==> src/hw/rtl/fbl_pkg.sv <==
`default_nettype none

package fbl_pkg;

  localparam int unsigned TABLE_ENTRIES = 4096;
  localparam int unsigned TIW = $clog2(TABLE_ENTRIES);
  localparam logic [31:0] TABLE_ENTRIES_W = 32'(TABLE_ENTRIES);

  localparam int unsigned IDX_W = 12;
  localparam int unsigned CLUS_W = 28;
  localparam int unsigned WORD_W = 32;
  localparam int unsigned ADDR_W = 48;
  localparam int unsigned BPS_W = 13;
  localparam int unsigned SPC_W = 8;
  localparam int unsigned CB_W = BPS_W + SPC_W;
  localparam int unsigned CFG_IDX_W = 3;

  localparam logic [CLUS_W-1:0] CHAIN_END = 28'hFFF_FFF8;
  localparam logic [CLUS_W-1:0] FIRST_DATA_CLUSTER = 28'd2;
  localparam int unsigned DIR_ENTRY_SHIFT = 5;

  localparam int unsigned LAM_W = TIW + 2;
  localparam int unsigned DIV_NW = WORD_W;
  localparam int unsigned DIV_DW = (LAM_W > CB_W) ? LAM_W : CB_W;
  localparam int unsigned DIV_CW = $clog2(DIV_NW + 1);

  localparam int unsigned TABS_W = WORD_W + 2;
  localparam int unsigned FDS_W = 36;
  localparam int unsigned SUM_W = ((FDS_W > TIW + SPC_W) ? FDS_W : TIW + SPC_W) + 1;
  localparam int unsigned FULL_W = SUM_W + BPS_W;

  typedef enum logic {
    OP_LOAD      = 1'b0,
    OP_TRANSLATE = 1'b1
  } op_e;

  typedef enum logic [1:0] {
    ST_OK        = 2'd0,
    ST_PAST_END  = 2'd1,
    ST_CHAIN_END = 2'd2,
    ST_OUTSIDE   = 2'd3
  } status_e;

  typedef enum logic [CFG_IDX_W-1:0] {
    CFG_BPS    = 3'd0,
    CFG_SPC    = 3'd1,
    CFG_RSV    = 3'd2,
    CFG_COPIES = 3'd3,
    CFG_TSS    = 3'd4,
    CFG_REC    = 3'd5
  } cfg_idx_e;

  typedef struct packed {
    logic              start;
    logic [DIV_NW-1:0] dividend;
    logic [DIV_DW-1:0] divisor;
  } div_req_t;

  typedef struct packed {
    logic              done;
    logic [DIV_NW-1:0] quotient;
    logic [DIV_DW-1:0] remainder;
  } div_rsp_t;

endpackage

`default_nettype wire

==> src/hw/rtl/fbl_divider.sv <==
`default_nettype none

module fbl_divider
  import fbl_pkg::*;
(
  input  logic     clk_i,
  input  logic     rst_ni,
  input  div_req_t req_i,
  output div_rsp_t rsp_o
);

  logic              busy_q, busy_d;
  logic              done_q, done_d;
  logic [DIV_CW-1:0] cnt_q, cnt_d;
  logic [DIV_DW-1:0] rem_q, rem_d;
  logic [DIV_NW-1:0] quo_q, quo_d;
  logic [DIV_DW-1:0] dsr_q, dsr_d;

  logic [DIV_DW:0] shifted;
  logic [DIV_DW:0] diff;

  always_comb begin
    shifted = {rem_q, quo_q[DIV_NW-1]};
    diff    = shifted - {1'b0, dsr_q};
    busy_d  = busy_q;
    done_d  = 1'b0;
    cnt_d   = cnt_q;
    rem_d   = rem_q;
    quo_d   = quo_q;
    dsr_d   = dsr_q;
    if (req_i.start) begin
      busy_d = 1'b1;
      cnt_d  = DIV_CW'(DIV_NW);
      rem_d  = '0;
      quo_d  = req_i.dividend;
      dsr_d  = req_i.divisor;
    end else if (busy_q) begin
      if (!diff[DIV_DW]) begin
        rem_d = diff[DIV_DW-1:0];
        quo_d = {quo_q[DIV_NW-2:0], 1'b1};
      end else begin
        rem_d = shifted[DIV_DW-1:0];
        quo_d = {quo_q[DIV_NW-2:0], 1'b0};
      end
      cnt_d = cnt_q - DIV_CW'(1);
      if (cnt_q == DIV_CW'(1)) begin
        busy_d = 1'b0;
        done_d = 1'b1;
      end
    end
  end

  always_ff @(posedge clk_i or negedge rst_ni) begin
    if (!rst_ni) begin
      busy_q <= 1'b0;
      done_q <= 1'b0;
      cnt_q  <= '0;
    end else begin
      busy_q <= busy_d;
      done_q <= done_d;
      cnt_q  <= cnt_d;
    end
  end

  always_ff @(posedge clk_i) begin
    rem_q <= rem_d;
    quo_q <= quo_d;
    dsr_q <= dsr_d;
  end

  assign rsp_o.done      = done_q;
  assign rsp_o.quotient  = quo_q;
  assign rsp_o.remainder = rem_q;

endmodule

`default_nettype wire

==> config.mk <==
export PLATFORM = sky130hd
export DESIGN_NAME = fbl_divider
export DESIGN_NICKNAME = d
export VERILOG_FILES = /design/src/hw/rtl/fbl_pkg.sv /design/src/hw/rtl/fbl_divider.sv
export SDC_FILE = /design/constraint.sdc
export NUM_CORES = 1
export LEC_CHECK = 0
export BUFFER_PORTS_ARGS = -buffer_cell sky130_fd_sc_hd__buf_2
export CAP_MARGIN = 10
export CORE_ASPECT_RATIO = 1.25
export CORE_MARGIN = 3
export CORE_UTILIZATION = 33
export DETAILED_ROUTE_END_ITERATION = 16
export PLACE_DENSITY_LB_ADDON = 0.15
export SYNTH_ARGS = -nofsm -noshare
export SYNTH_HDL_FRONTEND = slang
export SYNTH_SLANG_ARGS = --single-unit
export TNS_END_PERCENT = 5
==> constraint.sdc <==
create_clock -name clk_i -period 3.8 [get_ports clk_i]
set_input_delay 0.38 -clock clk_i [delete_from_list [all_inputs] [get_ports clk_i]]
set_output_delay 0.38 -clock clk_i [all_outputs]
set_load 0.01 [all_outputs]
==> reports/metrics.yaml, run 1 <==
sta:
  finalSetupTns_ns: 0
  grt_setup_unrepaired: "no"
  worstMarginPinSlew_ns: 0.774
  hold_viol: 0
  setup_viol: 0
  fin_crit_ns: 2.73
  relSlewSlack: 0.484
  fmax_ghz: 0.366
  fin_crit_sh: 0.718
  slew_violations: 0
  layout_setup_ws_ns: 1.07
  fin_skew_ns: 0.00742
hold_path:
  holdPathStages: 1
  hold_path.class: "in -> reg"
  min_from: "req_i[4]"
  min_to: "dsr_q[4]"
cells_and_area:
  ff_latch_area_mm2: 0.00221
  drive_gt1_frac: 0.337
  fillers: 1315
  final_area_mm2: 0.00551
  syn_to_final_growth_pct: 21.8
  antenna_cells: 0
  nets: 595
  multi_input_area_mm2: 0.00211
  finish.utilization: 0.413
logic_synthesis:
  synthArstFlopShare: 0.0976
  ys_types: 58
  ys_warn_count: 0
  yosysTopAreaCell: "edfxtp_1"
  synth-edff-count: 53
  synthTopCellsByArea: "edfxtp_1 35%, dfxtp_1 9.3%, mux2_2 8.0%"
  ys_seq_elements: 82
  yosysSeqAreaShare: 0.489
  postSynthAreaPerCell_um2: 11.1
  synth_nets: 488
  syn_inst: 408
  synthesis.area_mm2: 0.00453
  synthFlopType: "edfxtp_1"
  yosysTopAreaCellShare: 0.352
clock_network:
  cts-buffers-inserted: 9
  root_buffer: "clkbuf_16"
  clkSlewWorstSetupHoldPaths_ns: 0.06
  cts_max_path_buffers: 2
  cts_sinks: 82
  htreeDepth: 3
  cts_resized: 0
  clk_latency_ns: 0.34
  cts_tree: "yes"
grt:
  grt_pass1_wl_mm: 16.9
  grt.total_usage: 0.138
  grt.overflow.total: 0
  grt_pass1_vias: 3519
  antenna_found_initial: 0
  grt_max_degree: 46
critical_path:
  rr_startpoint: "quo_q[31]"
  critPathMaxFanout: 4
  reg2reg_slack_ns: 1.07
  critPathLaunchType: "flip-flop"
  worst_ep_required_time_ns: 4.08
  startpoint: "quo_q[31]"
  r2r_cells: 11
  worstSetupPathType: "reg -> reg"
  r2r_end: "rem_q[20]"
  end_kind: "flip-flop"
  crit_arrival_ns: 3.01
placed_design:
  dpl_cell_area_mm2: 0.00523
  gp_congestion: 0.794
  dp_hpwl_mm: 7.42
  post-place-ws_ns: 1.09
  numPortBuffers: 109
floorplanning:
  ioPinCount: 110
  fp.dieW_um: 111
  die-area_mm2: 0.0152
  rows: 47
  die_h_um: 137
  start_util: 0.339
  core-area_mm2: 0.0133
power_and_ir_drop:
  vdd_drop_max_mv: 0.198
  p_leak_uw: 0.00250
  cellPowerDensity_mw_per_mm2: 461
  total_power_uw: 2540
detailed_routing:
  num_vias: 3419
  ant_nets: 0
  first_iter_violations: 126
  route.detailed.drc: 0
  wl_per_cell_um: 14.8
  vias_per_cell: 4.95
  firstDrtPassIters: 4
  drt_wl_total_mm: 10.2
run:
  max-cap-violations: 0
run_status:
  status: "complete, no violations"
==> worst max-delay path by stage <==
stage                      to  cells after the start
finish              rem_q[20]                     11
floorplan           rem_q[20]                     11
CTS                 rem_q[19]                     10
global route        rem_q[19]                     10
detailed placement  rem_q[19]                     10
global placement    rem_q[19]                     10
==> synthesized netlist by cell type (all sizes together) (8+ instances only) <==
master	instances
nor2	42
o21ai	14
xor2	8
mux2i	13
nor3	11
edfxtp	53
ha	23
a211oi	21
inv	29
dfrtp	8
a21oi	20
mux2	32
nand2	16
xnor2	10
buf	10
clkbuf	8
dfxtp	21
==> what timing repair did <==
action                                 in CTS  in global routing
buffers inserted                            0                  0
endpoints found under the hold margin       8                  0
hold buffers                                1                  0
==> cell families (layout without fill, tap and decap cells) <==
group,after synthesis,after routing,share of synthesized area
flip-flops,82,82,0.489
AO/OA/AOI/OAI,87,87,0.141
buffers and inverters,47,159,0.0442
AND/OR/NAND/NOR,105,105,0.115
adder cells (fa/ha/maj),24,24,0.0680
XOR/XNOR,18,18,0.0348
multiplexers,45,45,0.108
==> registers in the layout, summed over array words and instances, names as in the netlist <==
register,count
cnt_q,6
rem_q,21
done_q,1
dsr_q,21
busy_q,1
quo_q,32
==> per-layer routing <==
| layer | vias up | global-route usage | wire (µm) |
|---|---|---|---|
| met4 | 0 | 0.0643 | 143 |
| met1 | 1601 | 0.166 | 4490 |
| met3 | 11 | 0.0389 | 659 |
| met2 | 92 | 0.228 | 4930 |
| met5 | - | 0 | 0 |
| li1 | 1715 | - | - |
==> critical path, cell delays in order, from the launching register on <==
cell	delay, ns
edfxtp_1	0.35
inv_1	0.06
ha_1	0.24
fa_1	0.39
nor2b_1	0.25
o31a_1	0.20
o21a_1	0.19
o2111ai_2	0.17
nand4_1	0.14
nand3_1	0.09
or4b_1	0.50
nand4_1	0.09
==> area by class of cell <==
cell class	instances	area share
inverter	29	0.0197
sequential	82	0.401
clock inverter	7	0.00931
clock buffer	9	0.0409
multi-input combinational	279	0.383
tap	171	0.0388
timing repair buffer	114	0.107
==> metrics by stage <==
| step | hold WS, ns | cells |
|---|---|---|
| CTS | 0.198 | 691 |
| detailed placement | 0.238 | 674 |
| global route | 0.203 | 691 |
| floorplan | 0.0844 | 408 |
| global placement | 0.234 | 674 |
| finish | 0.214 | 691 |
==> power by group <==
part | total (µW) | switching, µW | internal, µW
combinational | 570 | 308 | 262
sequential | 1150 | 77.4 | 1070
clock | 823 | 376 | 447
==> placed cells by master, fill, tap and decap left out, types with 10 or more instances in the layout <==
cell      instances
xnor2_1          10
edfxtp_1         53
inv_1            29
a21oi_1          18
nor2_1           42
mux2i_1          13
a211oi_1         19
nor3_1           11
mux2_2           32
ha_1             23
buf_2           108
dfxtp_1          21
nand2_1          16
Power figures use the tool's default switching activity.
==> run 2: changes to the inputs <==
==> constraint.sdc (replaced) <==
create_clock -name clk_i -period 2.8 [get_ports clk_i]
set_input_delay 0.28 -clock clk_i [delete_from_list [all_inputs] [get_ports clk_i]]
set_output_delay 0.28 -clock clk_i [all_outputs]
set_load 0.01 [all_outputs]
==> run 2 against run 1 <==
Total power is 38% higher. Routed wire length rose by 0.94%. Maximum frequency increased by 2.5%. Sequential power increased by 36%. Core utilization rose by 0.79 points. Clock power up 41%. Worst setup slack lost 0.93 ns. Final area up 1.9%. Non-clock buffer count grew 3. Register-to-register slack worse by 0.93 ns. Critical path depth unchanged. Critical endpoint unchanged. Largest cell class unchanged. Largest power group unchanged. Highest routed layer unchanged.
==> reports/metrics.yaml, run 2 (synthesis results as in run 1) <==
cells_and_area:
  syn_to_final_growth_pct: 24.1
  fillers: 1283  # -2.4%
  layout_commonest_cell: "buf_2"
  multi_input_area_mm2: 0.00216  # +2.0%
  antenna_cells: 0  # unchanged
  ff_latch_area_mm2: 0.00221  # unchanged
  regMostFlops: "quo_q"
  drive_gt1_frac: 0.356  # +0.0191
  reg_top3: "quo_q: 32 flops, dsr_q: 21 flops, rem_q: 21 flops"
  final_cell_mix: "108 x buf_2, 53 x edfxtp_1, 41 x nor2_1, 32 x mux2_2, 29 x inv_1"
  finish.utilization: 0.421  # +0.00787
  nets: 598  # +0.50%
  largest_reg_flops: 32  # unchanged
power_and_ir_drop:
  p_leak_uw: 0.00254  # +1.6%
  cellPowerDensity_mw_per_mm2: 626  # +36%
  vdd_drop_max_mv: 0.281  # +42%
floorplanning:
  start_util: 0.339  # unchanged
  die_h_um: 137  # unchanged
  rows: 47  # unchanged
  ioPinCount: 110  # unchanged
  core-area_mm2: 0.0133  # unchanged
  die-area_mm2: 0.0152  # unchanged
  fp.dieW_um: 111  # unchanged
clock_network:
  cts-buffers-inserted: 9  # unchanged
  clkSlewWorstSetupHoldPaths_ns: 0.07  # about the same
  root_buffer: "clkbuf_16"
  clk_latency_ns: 0.35  # about the same
  cts_sinks: 82  # unchanged
  cts_tree: "yes"
  cts_max_path_buffers: 2  # unchanged
  htreeDepth: 3  # unchanged
  postCtsSetupBuffers: 0  # unchanged
grt:
  antenna_found_initial: 0  # unchanged
  grt.total_usage: 0.138  # +0.000697
  grt_pass1_vias: 3446  # -2.1%
  grt.overflow.total: 0  # unchanged
  grt_max_degree: 52  # +13%
  grt_pass1_wl_mm: 16.8  # -0.57%
critical_path:
  worstSetupPathType: "reg -> reg"
  crit_family: "compound AO/OA/AOI/OAI gates"
  worst_ep_required_time_ns: 3.09  # -0.99 ns
  crit_arrival_ns: 2.95  # -0.06 ns
  critPathMaxStageDelay_ns: 0.51  # about the same
  end_kind: "flip-flop"
  critPathSlowestCell: "or4b_1"
  critPathMaxFanout: 4  # unchanged
  worstPathCellList: "inv_1, ha_2, fa_2, nor2b_2, o31a_1, o21a_1, o2111ai_4, a21o_1, nand3_1, or4b_1, nand4_1"
  path_buf_inv: 1  # unchanged
  critPathLaunchType: "flip-flop"
sta:
  setup_viol: 0  # unchanged
  finalSetupTns_ns: 0  # unchanged
  relSlewSlack: 0.650  # +0.165
  grt_setup_unrepaired: "yes"
  hold_ws_ns: 0.111  # -0.103 ns
  slew_violations: 0  # unchanged
  fin_skew_ns: 0.00799  # +0.000567 ns
  fin_crit_sh: 0.951  # +0.233
  fmax_ghz: 0.376  # +2.5%
  fin_crit_ns: 2.66  # -0.0661 ns
  hold_viol: 0  # unchanged
  worstMarginPinSlew_ns: 0.521  # -0.253 ns
placed_design:
  gp_congestion: 0.846  # +6.6%
  numPortBuffers: 109  # unchanged
  dp_hpwl_mm: 7.42  # about the same
detailed_routing:
  route.detailed.drc: 0  # unchanged
  firstDrtPassIters: 4  # unchanged
  ant_nets: 0  # unchanged
  wl_per_cell_um: 14.9  # +0.50%
  first_iter_violations: 81  # -36%
  vias_per_cell: 4.91  # -0.67%
  num_vias: 3411  # -0.23%
  drt_wl_total_mm: 10.3  # +0.94%
run:
  max-cap-violations: 0  # unchanged
run_status:
  status: "complete, no violations"
hold_path:
  hold_path.class: "in -> reg"
run 2: power by group:
group	total, µW	switching (µW)	internal (µW)
Clock	1160	522	636
Sequential	1560	104	1460
Combinational	801	433	368
Total	3520	1060	2460
run 2: through the flow:
step	std cells	instance area [µm²]	power, µW	setup WS (ns)
final	694	5620	3520	0.138
after floorplan	408	4530	2120	0.271
after detailed placement	677	5270	2380	0.0947
after CTS	694	5570	3560	0.0454
after global placement	677	5270	2370	0.131
after global routing	694	5620	3720	-0.0221
run 2: final cells by class:
type | count | share of cell area
clock inverters | 6 | 0.00869
repair buffers | 117 | 0.114
multi-input cells | 279 | 0.384
flip-flops and latches | 82 | 0.394
well taps | 171 | 0.0381
inverters | 29 | 0.0194
clock buffers | 10 | 0.0425
run 2: path summary, 6_finish.rpt:
kind	startpoint	endpoint	slack (ns)	depth (start not counted)
setup / recovery	quo_q[31]	rem_q[20]	0.14	11
hold / removal	req_i[11]	dsr_q[11]	0.11	1
setup reg to reg	quo_q[31]	rem_q[20]	0.14	11
hold reg to reg	rem_q[11]	rem_q[11]	0.52	2
max in group asynchronous	rst_ni	busy_q	2.33	2
min in group asynchronous	rst_ni	done_q	0.30	2
run 2: what timing repair did:
item / CTS / global route
hold buffers: 1 / 0
endpoints found under the setup margin: 0 / 5
gates resized for setup: 0 / 11
endpoints found under the hold margin: 8 / 0
run 2: per-layer routing:
metal	track usage	vias up	routed length, µm
met5	0	-	0
met4	0.0705	0	259
met3	0.0438	17	680
met2	0.228	101	4870
met1	0.163	1578	4510
li1	-	1715	-
